===== config.mk =====
export PLATFORM = sky130hd
export DESIGN_NAME = wildcard_glob_matcher_core
export DESIGN_NICKNAME = d
export VERILOG_FILES = /design/src/rtl/core/wgm_pkg.sv /design/src/rtl/core/wgm_cell.sv /design/src/rtl/core/wgm_out_buf.sv /design/src/rtl/core/wildcard_glob_matcher_core.sv
export SDC_FILE = /design/constraint.sdc
export NUM_CORES = 1
export LEC_CHECK = 0
export ABC_AREA = 1
export BUFFER_PORTS_ARGS = -buffer_cell sky130_fd_sc_hd__buf_4
export CELL_PAD_IN_SITES_DETAIL_PLACEMENT = 1
export CELL_PAD_IN_SITES_GLOBAL_PLACEMENT = 1
export CORE_MARGIN = 1
export CORE_UTILIZATION = 24
export DETAILED_ROUTE_END_ITERATION = 6
export PLACE_DENSITY = 0.57
export SLEW_MARGIN = 10
export SYNTH_ARGS = -nofsm -noshare
export SYNTH_HDL_FRONTEND = slang
export SYNTH_SLANG_ARGS = --single-unit

===== constraint.sdc =====
create_clock -name clk -period 4.8 [get_ports clk]
set_input_delay 0.72 -clock clk [delete_from_list [all_inputs] [get_ports clk]]
set_output_delay 0.72 -clock clk [all_outputs]
set_load 0.1 [all_outputs]

===== src/rtl/core/wgm_pkg.sv =====
// Shared types and constants for the wildcard glob matcher.
`default_nettype none
package wgm_pkg;

  localparam int MAX_MASK = 63;
  localparam int LEN_W    = $clog2(MAX_MASK + 1);

  localparam logic [7:0] STAR_CHAR = 8'h2A;
  localparam logic [7:0] ANY_CHAR  = 8'h3F;

  typedef enum logic [1:0] {
    OP_APPEND = 2'd0,
    OP_TEXT   = 2'd1,
    OP_FINISH = 2'd2,
    OP_CLEAR  = 2'd3
  } wgm_op_t;

  // Broadcast to every cell.
  typedef struct packed {
    logic       step;
    logic       restart;
    logic [7:0] text;
  } wgm_ctl_t;

  typedef struct packed {
    logic matched;
    logic overflow;
  } wgm_result_t;

endpackage
`default_nettype wire


===== src/rtl/core/wgm_cell.sv =====
// One mask position: stored byte, its active bit and the per-character step.
`default_nettype none
module wgm_cell (
  input  wire logic            clk,
  input  wire logic            rst,
  input  wire wgm_pkg::wgm_ctl_t ctl,
  input  wire logic            start,
  input  wire logic            live,
  input  wire logic            wr_en,
  input  wire logic [7:0]      wr_char,
  input  wire logic            closed,
  input  wire logic            take_in,
  output logic                 active,
  output logic                 star,
  output logic                 take_out
);
  import wgm_pkg::*;

  logic [7:0] mask_char;
  logic       char_hit;

  always_ff @(posedge clk) begin
    if (wr_en) begin
      mask_char <= wr_char;
    end
  end

  always_comb begin
    star     = live && (mask_char == STAR_CHAR);
    char_hit = live && !star && ((mask_char == ANY_CHAR) || (mask_char == ctl.text));
    take_out = closed && char_hit;
  end

  // A star keeps its own position; a literal hands the beat to the next cell.
  always_ff @(posedge clk) begin
    if (rst || ctl.restart) begin
      active <= start;
    end else if (ctl.step) begin
      active <= (closed && star) || take_in;
    end
  end

endmodule
`default_nettype wire


===== src/rtl/core/wgm_out_buf.sv =====
// Two-entry result buffer: output register plus skid slot.
`default_nettype none
module wgm_out_buf (
  input  wire logic                 clk,
  input  wire logic                 rst,
  input  wire logic                 push,
  input  wire wgm_pkg::wgm_result_t push_data,
  output logic                      full,
  output logic                      out_valid,
  input  wire logic                 out_ready,
  output wgm_pkg::wgm_result_t      out_data
);
  import wgm_pkg::*;

  wgm_result_t skid_data;
  logic        skid_valid;
  logic        pop;

  assign pop  = out_valid && out_ready;
  assign full = skid_valid;

  always_ff @(posedge clk) begin
    if (rst) begin
      out_valid  <= 1'b0;
      skid_valid <= 1'b0;
    end else begin
      if (pop && skid_valid) begin
        out_valid  <= 1'b1;
        skid_valid <= 1'b0;
      end else if (push && out_valid && !pop) begin
        skid_valid <= 1'b1;
      end else if (push) begin
        out_valid <= 1'b1;
      end else if (pop) begin
        out_valid <= 1'b0;
      end
    end
  end

  always_ff @(posedge clk) begin
    if (pop && skid_valid) begin
      out_data <= skid_data;
    end else if (push && (!out_valid || pop)) begin
      out_data <= push_data;
    end
    if (push && out_valid && !pop) begin
      skid_data <= push_data;
    end
  end

endmodule
`default_nettype wire


===== src/rtl/core/wildcard_glob_matcher_core.sv =====
// Top level of the wildcard glob matcher: cell row, star closure, control.
// Usage:
//   Input channel (in_valid/in_ready, op, character) takes one beat per
//   cycle while in_ready is high. op APPEND adds a mask byte, TEXT advances
//   the match by one text byte, FINISH reports and restarts the text, CLEAR
//   empties the mask. '*' matches any run, '?' one byte; all else matches itself.
//   Bytes beyond 63 mask positions are dropped and flag overflow.
//   Only FINISH makes a result beat (out_valid/out_ready, matched,
//   mask_overflow), registered and held in the output buffer until taken.
//   Throughput is one beat per cycle while in_ready is high; every mask cell
//   updates in parallel, and the star closure is one carry chain across the
//   row, so a text byte is fully absorbed in the cycle it is accepted.
//   A two-entry output buffer lets input continue while a result waits;
//   in_ready drops only when both entries hold results.
//   Reset (synchronous) empties the mask, clears overflow, restarts the
//   match and drops any pending results; stored mask bytes are not cleared.
`default_nettype none
module wildcard_glob_matcher_core (
  input  wire logic       clk,
  input  wire logic       rst,
  input  wire logic       in_valid,
  output logic            in_ready,
  input  wire logic [1:0] op,
  input  wire logic [7:0] character,
  output logic            out_valid,
  input  wire logic       out_ready,
  output logic            matched,
  output logic            mask_overflow
);
  import wgm_pkg::*;

  localparam int VW = MAX_MASK + 1;

  logic [LEN_W-1:0] mask_len;
  logic             ovf;
  logic             tail_active;

  logic [VW-1:0] act, stars, gen, carries, closed;
  logic [MAX_MASK:0] take;
  logic [MAX_MASK-1:0] live, wr_en;

  logic        accept, buf_full, push;
  wgm_ctl_t    ctl;
  wgm_result_t res, out_res;
  wgm_op_t     op_code;

  assign op_code  = wgm_op_t'(op);
  assign in_ready = !buf_full;
  assign accept   = in_valid && in_ready;

  always_comb begin
    ctl.step    = 1'b0;
    ctl.restart = 1'b0;
    ctl.text    = character;
    push        = 1'b0;
    if (accept) begin
      unique case (op_code)
        OP_APPEND: ;
        OP_TEXT:   ctl.step = 1'b1;
        OP_FINISH: begin
          push        = 1'b1;
          ctl.restart = 1'b1;
        end
        OP_CLEAR:  ctl.restart = 1'b1;
        default:   ;
      endcase
    end
  end

  assign take[0] = 1'b0;

  for (genvar i = 0; i < MAX_MASK; i++) begin : g_cell
    assign live[i]  = mask_len > LEN_W'(i);
    assign wr_en[i] = accept && (op_code == OP_APPEND) && (mask_len == LEN_W'(i));

    wgm_cell u_cell (
      .clk      (clk),
      .rst      (rst),
      .ctl      (ctl),
      .start    (i == 0),
      .live     (live[i]),
      .wr_en    (wr_en[i]),
      .wr_char  (character),
      .closed   (closed[i]),
      .take_in  (take[i]),
      .active   (act[i]),
      .star     (stars[i]),
      .take_out (take[i+1])
    );
  end

  assign act[MAX_MASK]   = tail_active;
  assign stars[MAX_MASK] = 1'b0;

  // Star closure as a carry chain: an active star generates, a star propagates.
  always_comb begin
    gen     = act & stars;
    carries = (stars + gen) ^ stars ^ gen;
    closed  = act | carries;
  end

  always_ff @(posedge clk) begin
    if (rst || ctl.restart) begin
      tail_active <= 1'b0;
    end else if (ctl.step) begin
      tail_active <= take[MAX_MASK];
    end
  end

  always_ff @(posedge clk) begin
    if (rst) begin
      mask_len <= '0;
      ovf      <= 1'b0;
    end else if (accept && (op_code == OP_CLEAR)) begin
      mask_len <= '0;
      ovf      <= 1'b0;
    end else if (accept && (op_code == OP_APPEND)) begin
      if (mask_len == LEN_W'(MAX_MASK)) begin
        ovf <= 1'b1;
      end else begin
        mask_len <= mask_len + LEN_W'(1);
      end
    end
  end

  assign res.matched  = closed[mask_len] && !ovf;
  assign res.overflow = ovf;

  wgm_out_buf u_out (
    .clk       (clk),
    .rst       (rst),
    .push      (push),
    .push_data (res),
    .full      (buf_full),
    .out_valid (out_valid),
    .out_ready (out_ready),
    .out_data  (out_res)
  );

  assign matched       = out_res.matched;
  assign mask_overflow = out_res.overflow;

endmodule
`default_nettype wire

### After elaboration in Yosys (flattened, before gate mapping)

Index checks and enable logic that the tools add are counted.

| operators by class | value |
|---|---|
| add/sub/neg operators | 2 |
| $lt $le $gt $ge | 64 |
| equal/unequal tests | 256 |
| mux-type cells | 13 |
| bitwise operators | 5 |
| reductions and logical operators | 591 |

Operators by type and width:

| operator | number |
|---|---|
| $eq 8x6->1 const B | 126 |
| $eq 8x8->1 | 63 |
| $logic_and 1x1->1 | 387 |
| $eq 6x6->1 const B | 32 |
| $gt 6x6->1 const B | 31 |
| $logic_or 1x1->1 | 127 |
| $eq 6x5->1 const B | 16 |
| $gt 6x5->1 const B | 16 |
| $logic_not 1->1 | 67 |
| $add 63x64->64 | 1 |
| $and 64x63->64 | 1 |
| $or 64x64->64 | 1 |
| $xor 64x63->64 | 1 |
| $xor 64x64->64 | 1 |
| $eq 6x4->1 const B | 8 |
| $gt 6x4->1 const B | 8 |
| $eq 6x3->1 const B | 4 |
| $gt 6x3->1 const B | 4 |
| $eq 6x2->1 const B | 2 |
| $gt 6x1->1 const B | 2 |
| $gt 6x2->1 const B | 2 |
| $mux 1 | 9 |
| $lt 6x7->1 const B | 1 |
| $add 6x1->6 const B | 1 |
| other kinds (13) | 20 |

| storage, ports and cells | value |
|---|---|
| register bits after elaboration | 581 |
| input bits | 14 |
| output and inout port bits | 4 |
| logic and storage cells | 1066 |

### Longest topological paths before layout

Gate-level depths: netlist of the first run.

| depth | value |
|---|---|
| depth in word-level cells | 12 |
| depth in mapped cells | 31 |
| gate-level depth less buffers | 29 |

### Modules after synthesis

A second synthesis of the first run with hierarchy kept.

| second synthesis, totals | value |
|---|---|
| cell total of the unflattened synthesis | 5701 |
| area, all modules | 40433.8 um^2 |

By module, submodules not included:

| module | instances | cells each | area each (um^2) | sequential area each (um^2) |
|---|---|---|---|---|
| wgm_cell | 63 | 65 | 528.0 | 270.3 |
| wildcard_glob_matcher_core | 1 | 1578 | 6911.6 | 160.2 |
| wgm_out_buf | 1 | 28 | 257.7 | 160.2 |

### Worst setup path before layout of the first run

OpenSTA, ideal clock, no wires.

| path | value |
|---|---|
| kind | reg2reg |
| start point | register mask_len[1] |
| end point | register u_out.skid_data[1] (netlist name), data pin |
| library setup time | 255 ps |
| arrival | 3008 ps |
| data required time | 4545 ps |
| setup slack | 1538 ps |
| stages on the path, launching flop included | 27 |
| buffers on the path | 3 |
| period minus slack after synthesis | 3262 ps |
| path through | dfxtp_1 buf_4 inv_1 buf_2 ha_1 clkbuf_1 nand3_1 nand2_1 inv_2 nand3_1 inv_1 nand2_1 nor2_1 nand2_1 nand2_1 a21oi_1 nor2b_1 nand2_2 nand3_1 nand3_1 nand2_1 inv_1 nand2_1 nand2_1 nand3_1 nand2_1 and2_1 |

RTL lines:

| what | RTL line | text |
|---|---|---|
| from (decl) | wildcard_glob_matcher_core.sv:34 | `logic [LEN_W-1:0] mask_len;` |
| from (signal assigned) | wildcard_glob_matcher_core.sv:121 | `mask_len <= mask_len + LEN_W'(1);` |
| to (signal assigned) | wgm_out_buf.sv:47 | `skid_data <= push_data;` |
| to (decl) | wgm_out_buf.sv:15 | `wgm_result_t skid_data;` |

### Worst setup path after layout of the first run

| path | value |
|---|---|
| start point | register mask_len[4] |
| end point | register u_out.out_data[1] (netlist name), data pin |

| between the ends | value |
|---|---|
| word-level cells in the longest chain between the ends | 12 |
| elaborated cells between the ends (all ways) | 136 |
| those cells by class | add/sub: 1; order compare: 63; mux: 4; bitwise: 4; reduce/logical: 64 |

Ends and longest elaborated chain:

| what | RTL line | text |
|---|---|---|
| $gt 6x1->1, or another cell as far along | wildcard_glob_matcher_core.sv:73 | `assign live[i] = mask_len > LEN_W'(i);` |
| $logic_and 1x1->1 | wgm_cell.sv:29 | `star = live && (mask_char == STAR_CHAR);` |
| $and 64x63->64 | wildcard_glob_matcher_core.sv:97 | `gen = act & stars;` |
| $add 63x64->64 | wildcard_glob_matcher_core.sv:98 | `carries = (stars + gen) ^ stars ^ gen;` |
| $xor 64x63->64 | wildcard_glob_matcher_core.sv:98 |  |
| $xor 64x64->64 | wildcard_glob_matcher_core.sv:98 |  |
| $or 64x64->64 | wildcard_glob_matcher_core.sv:99 | `closed = act \| carries;` |
| $bmux 1 s6 * | wildcard_glob_matcher_core.sv:126 | `assign res.matched = closed[mask_len] && !ovf;` |
| $mux 1 (implied by the code) * | wildcard_glob_matcher_core.sv:126 |  |
| $logic_and 1x1->1 * | wildcard_glob_matcher_core.sv:126 |  |
| $mux 2 * | wgm_out_buf.sv:43 | `end else if (push && (!out_valid \|\| pop)) begin` |
| $mux 2 * | wgm_out_buf.sv:41 | `if (pop && skid_valid) begin` |
| to (signal assigned) | wgm_out_buf.sv:42 | `out_data <= skid_data;` |
| to (signal assigned) | wgm_out_buf.sv:44 | `out_data <= push_data;` |
| to (decl) | wgm_out_buf.sv:11 | `output wgm_pkg::wgm_result_t out_data` |

Every way passes the cells marked *; elsewhere a longest branch is shown, timed or not. The select of a mux whose other input is x is not followed.
A chain may end at the register's enable or synchronous reset.

==> results of run 1 <==
-- path summary, 6_finish.rpt --
kind / from / end / slack (ps) / depth (start not counted)
hold / removal: rst / u_out.out_valid$_SDFFE_PP0P_ / 190 / 2
setup / recovery: mask_len[4]$_SDFFE_PP0P_ / u_out.out_data[1]$_DFFE_PP_ / 280 / 25
hold reg to reg: g_cell[62].u_cell.active$_SDFFE_PP0P_ / g_cell[62].u_cell.active$_SDFFE_PP0P_ / 510 / 2
setup reg to reg: mask_len[4]$_SDFFE_PP0P_ / u_out.out_data[1]$_DFFE_PP_ / 280 / 25
-- routing by layer --
layer	global-route usage, %	share of wire, %	vias up
li1	-	-	16636
met1	27.5	47	17592
met2	33.4	46	760
met3	2.44	4.1	240
met4	7.09	3.5	0
met5	0	0	-
-- sequential cells by signal, summed over array words and instances, names as in the netlist --
| register | cells |
|---|---|
| g_cell.u_cell.mask_char | 504 |
| g_cell.u_cell.active | 63 |
| mask_len | 6 |
| u_out.out_data | 2 |
| u_out.skid_data | 2 |
| ovf | 1 |
| tail_active | 1 |
| u_out.full | 1 |
| u_out.out_valid | 1 |
-- through the flow --
step / instance area (sq um) / cells / setup slack [ps] / util, %
finish: 43400 / 7122 / 280 / 27.8
global route: 43400 / 7121 / 59.4 / 27.8
CTS: 43400 / 7121 / 369 / 27.8
detailed placement: 41000 / 6984 / 394 / 26.2
global placement: 41000 / 6984 / 333 / 26.2
floorplan: 37800 / 4920 / 1540 / -
-- power by group --
| part | total [mW] | internal, mW | switching (mW) |
|---|---|---|---|
| clock network | 5.72 | 3.36 | 2.36 |
| logic | 0.831 | 0.237 | 0.593 |
| registers | 5.54 | 5.51 | 0.0283 |
-- what timing repair did --
action	CTS	global route
gates resized for setup	0	1
endpoints found under the setup margin	0	1
setup buffers	0	0
-- area by class of cell --
cell class / instances / area (sq um)
repair buffers: 129 / 1120
inverters: 598 / 2260
well taps: 2058 / 2570
clock inverters: 40 / 452
multi-input cells: 3618 / 18300
clock buffers: 97 / 1980
diodes: 1 / 2.50
fillers: 18748 / 113000
flip-flops and latches: 581 / 16700
-- critical path, cell delays in order, from the launching register on --
cell and delay [ps]:
dfxtp_1 620, buf_4 270, nand2_4 150, nor2_1 320, o21ai_1 230, nor2_1 300, nand2_1 120, nor2_1 230
nand3_1 150, inv_1 180, nand3_1 90, inv_1 180, nand2_1 120, inv_1 70, nand3_1 190, nand3_1 260
nand2_1 80, nand3_1 110, nand2_1 70, inv_1 60, nand2_1 50, nand2_1 60, nand3_1 170, nand2_1 150
nand3_1 80, nand2_1 70
-- cell usage after synthesis (all sizes together) (6+ instances only) --
cell     instances  area, sq um
a21oi          135          679
a221oi          16          140
a31oi           21          131
a41oi            6         52.6
buf             27          181
clkbuf          96          360
dfxtp           73         1460
edfxtp         508        15300
inv            594         2240
nand2         1330         5150
nand3          386         2030
nand3b          15          113
nand4          233         1500
nor2           700         2880
nor3            84          435
nor4            27          169
o2111ai         27          236
o211ai          38          285
o21ai          104          547
o221ai          19          166
o22ai           11         68.8
o32ai           15          131
o41ai           12          105
or2            140          876
xnor2          238         2080
xor2            15          131
-- cell families after synthesis --
kind of cell,after synthesis,share of synthesized area (%)
AND/OR/NAND/NOR,2929,35.0
buffers and inverters,721,7.41
flip-flops,581,44.2
AO/OA/AOI/OAI,431,7.33
XOR/XNOR,253,5.86
adder cells (fa/ha/maj),5,0.165
==> impl_results.md, run 1 <==
- Global Route Usage Sum: 20.4%
- EDFF count, synth: 508
- Gr ovfl total: 0
- Main synth FF type: edfxtp_1
- Die Area: 159000 sq um
- Max VDD drop: 0.240 mV
- Fraction of layout cells with a size suffix above 1: 11.0%
- Clock Tree Root: clkbuf_16
- Worst Hold Class: in -> reg
- Worst Setup Start Kind: flop
- Maximum fanout along the worst path: 12
- Total number of vias: 35228
- Row count: 145
- Async set-reset flop share out of synthesis: 0%
- Outcome: completed
- Register area share after synthesis: 44.2%
- Power density over the cells: 279 nW/um^2
- First-pass GRT wire length: 240000 um
- Core Box Area: 156000 sq um
- Post-synthesis register bit count: 581
- Fin. max-slew vios: 0
- Clk buf depth: 3
- Max frequency: 221 MHz
- P&R area growth vs syn: 14.9%
- Iteration count of the initial detailed-routing pass: 5
- Vias in the first global route: 35940
- Syn avg cell area: 7.68 sq um
- Worst Tran Pin Value: 1170 ps
- Vias per inst: 4.95
- Critical Path RT: 5370 ps
- Largest net degree at the start of global routing: 79
- Routability congestion estimate from global placement: 0.992
- Detailed Place HPWL: 126000 um
- Effective utilization at floorplan: 24.2%
- WS Path Type: reg -> reg
- Fin Clk Skew: 46.1 ps
- Slew HR: 21.5%
- Setup TNS: 0 ps
- Tcrit/Tclk final: 94.2%
- Post-layout min period: 4520 ps
- DRT Wirelength: 164000 um
- Syn nets: 4939
- CTS clock-pin slew for the worst setup and hold paths: 60 ps
- Synth Warn #: 0
- DRC: 0
- Maxcap violations: 0
- Commonest non-fill, non-tap cell in the layout: nand2_1
- Final setup vio count: 0
- H-tree levels: 3
- Die Wd: 399 um
- RSZ-0062 raised after global routing: no
- Die Y: 399 um
- Most frequent cells in the layout: nand2_1, nor2_1, inv_1
- Final Hold Slack: 188 ps
- Number of library cell types mapped by synthesis: 68
- Hold_buf cts: 0
- Final antenna-violating net count: 0
- CTS Buf Count: 74
- CTS sink cnt: 581
- Endpoint class of the critical path: flop
- Clk_lat worst skew: 710 ps
- IO Count: 18
- Post-Syn Instances: 4920
- Leak: 16.4 nW
- Synthesized cell area: 37800 sq um
- TritonCTS clock tree: yes
- Critical Path AT: 5090 ps
- Avg WL per Cell: 23.0 um
- Final Hold Fails: 0
- Total Power: 12.1 mW
- IO buf count: 17
- Final Net Count: 5021
- Initial antenna violation count: 4
- 1st-iter DRT viols: 2439
Power figures use the tool's default switching activity.
==> run 2: changes to the inputs <==
CELL_PAD_IN_SITES_DETAIL_PLACEMENT = not set   (was 1)
CELL_PAD_IN_SITES_GLOBAL_PLACEMENT = not set   (was 1)
GPL_TIMING_DRIVEN = 0   (was not set)
PLACE_DENSITY = 0.48   (was 0.57)
==> run 2 against run 1 <==
Compared with the run above: wire length increased by 21%; highest routed layer is now met5; register-to-register slack got worse by 250 ps; maximum frequency decreased by 7.8%; the flow now finishes with violations (setup timing); clock skew decreased by 25 ps.
==> impl_results.md, run 2 (synthesis results as in run 1) <==
- Worst Setup Start Kind: primary input
- Fin. max-slew vios: 0
- Slowest stage delay, CP: 1180 ps
- Hold EP: u_out.out_valid$_SDFFE_PP0P_
- Largest net degree at the start of global routing: 72
- Worst reg2reg endpoint: u_out.out_data[1]$_DFFE_PP_
- CTS Buf Count: 72
- Die Wd: 399 um
- Sequential Area: 16700 sq um
- Outcome: finished, violations left
- DP Area: 40700 sq um
- Die Y: 399 um
- Power density over the cells: 278 nW/um^2
- Most frequent cells in the layout: nand2_1, nor2_1, inv_1
- Clk_lat worst skew: 690 ps
- Hold depth: 2
- Setup TNS: -99.7 ps
- Fraction of layout cells with a size suffix above 1: 10.7%
- 1st-iter DRT viols: 5142
- Violations in the final reports: setup timing
- First-pass GRT wire length: 269000 um
- Avg WL per Cell: 27.8 um
- Clock Tree Root: clkbuf_16
- Endpoint class of the critical path: flop
- Most flop-heavy register: g_cell.u_cell.mask_char
- Top Registers: g_cell.u_cell.mask_char: 504 flops, g_cell.u_cell.active: 63 flops, mask_len: 6 flops
- Maxcap violations: 0
- Final instance area: 43200 sq um
- CTS sink cnt: 581
- Reg2reg setup slack: 30 ps
- Critical Path AT: 5490 ps
- Final core utilization: 27.7%
- Gr ovfl total: 0
- Critical R2R Launch: mask_len[1]$_SDFFE_PP0P_
- Critical Path RT: 5390 ps
- Commonest non-fill, non-tap cell in the layout: nand2_1
- DRC: 0
- IO buf count: 17
- P&R area growth vs syn: 14.4%
- Final antenna-violating net count: 0
- Post-layout min period: 4900 ps
- CTS clock-pin slew for the worst setup and hold paths: 70 ps
- Total Power: 12.0 mW
- Maximum fanout along the worst path: 66
- Slew HR: 3.80%
- Worst-path cell chain: buf_4, inv_1, clkbuf_1, clkbuf_2, nand2_1, nand4_1, o32ai_1, o2111ai_1, a221oi_1
- Tcrit/Tclk final: 102%
- IO Count: 18
- Max VDD drop: 0.246 mV
- DRT Wirelength: 198000 um
- Fill cells: 16872
- Largest register FFs: 504
- TritonCTS clock tree: yes
- H-tree levels: 3
- RSZ-0062 raised after global routing: yes
- Global Route Usage Sum: 24.4%
- Worst Tran Pin Value: 1440 ps
- Total number of vias: 37052
- Final setup vio count: 1
- Row count: 145
- Die Area: 159000 sq um
- Vias per inst: 5.19
- Final Net Count: 5040
- Core Box Area: 156000 sq um
- Leak: 16.2 nW
- Post-Layout Cell Count: 7134
- Worst Hold Launch: rst
- Max frequency: 204 MHz
- Effective utilization at floorplan: 24.2%
- Final worst-path setup slack: -99.7 ps
- Final Hold Fails: 0
- Slowest CP cell: o32ai_1
- Fin Clk Skew: 20.8 ps
- Vias in the first global route: 33706
- Initial antenna violation count: 9
- Area of the multi-input gates: 18600 sq um
- Worst Hold Class: in -> reg
- Routability congestion estimate from global placement: 1.03
- Iteration count of the initial detailed-routing pass: 6
- Final Hold Slack: 194 ps
- Clk buf depth: 3
- Detailed Place HPWL: 149000 um
- Post-Place Setup Slack: -1200 ps
- WS Path Type: in -> reg
- # placed instances: 7005
- Worst R2R Path Depth: 25
-- run 2: routing by layer --
layer	part of all wire, %	global-route usage, %	up-vias
met5	0.028	0	-
met4	4.8	11.0	8
met3	9.4	4.01	385
met2	43	36.8	2007
met1	43	33.9	17964
li1	-	-	16688
-- run 2: worst max path at each step --
stage | start | endpoint | depth (start not counted)
5_1_grt | mask_len[1]$_SDFFE_PP0P_ | u_out.out_data[1]$_DFFE_PP_ | 29
6_report | character[0] | g_cell[34].u_cell.active$_SDFFE_PP0P_ | 9
3_5_place_dp | character[4] | g_cell[16].u_cell.active$_SDFFE_PP0P_ | 8
2_1_floorplan | mask_len[1]$_SDFFE_PP0P_ | u_out.skid_data[1]$_DFFE_PP_ | 26
4_1_cts | mask_len[1]$_SDFFE_PP0P_ | u_out.out_data[1]$_DFFE_PP_ | 27
3_3_place_gp | character[1] | g_cell[16].u_cell.active$_SDFFE_PP0P_ | 9
-- run 2: what timing repair did --
| action | CTS | global route |
|---|---|---|
| pin swaps | 1 | 1 |
| gates resized for setup | 35 | 28 |
| setup buffers | 1 | 1 |
| setup endpoints to repair | 30 | 6 |
| hold buffers | 0 | 0 |
-- run 2: final cells by class --
type,instances,share of cell area [%]
antenna,3,0.0174
timing repair buffer,29,0.596
inverter,598,5.24
multi-input combinational,3618,42.9
clock inverter,38,0.877
sequential,581,38.7
tap,2058,5.95
buffer,121,1.36
clock buffer,88,4.38
-- run 2: power by group --
| part | total, mW | switching [mW] | internal [mW] | leakage, nW |
|---|---|---|---|---|
| logic | 0.995 | 0.772 | 0.223 | 9.92 |
| registers | 5.54 | 0.0288 | 5.51 | 5.16 |
| clock network | 5.48 | 2.39 | 3.09 | 1.10 |
-- run 2: critical path: cells and delay by family --
| family | cells | cell delay (ps) |
|---|---|---|
| compound gates | 3 | 1730 |
| buf+inv | 4 | 2630 |
| simple gates | 2 | 300 |
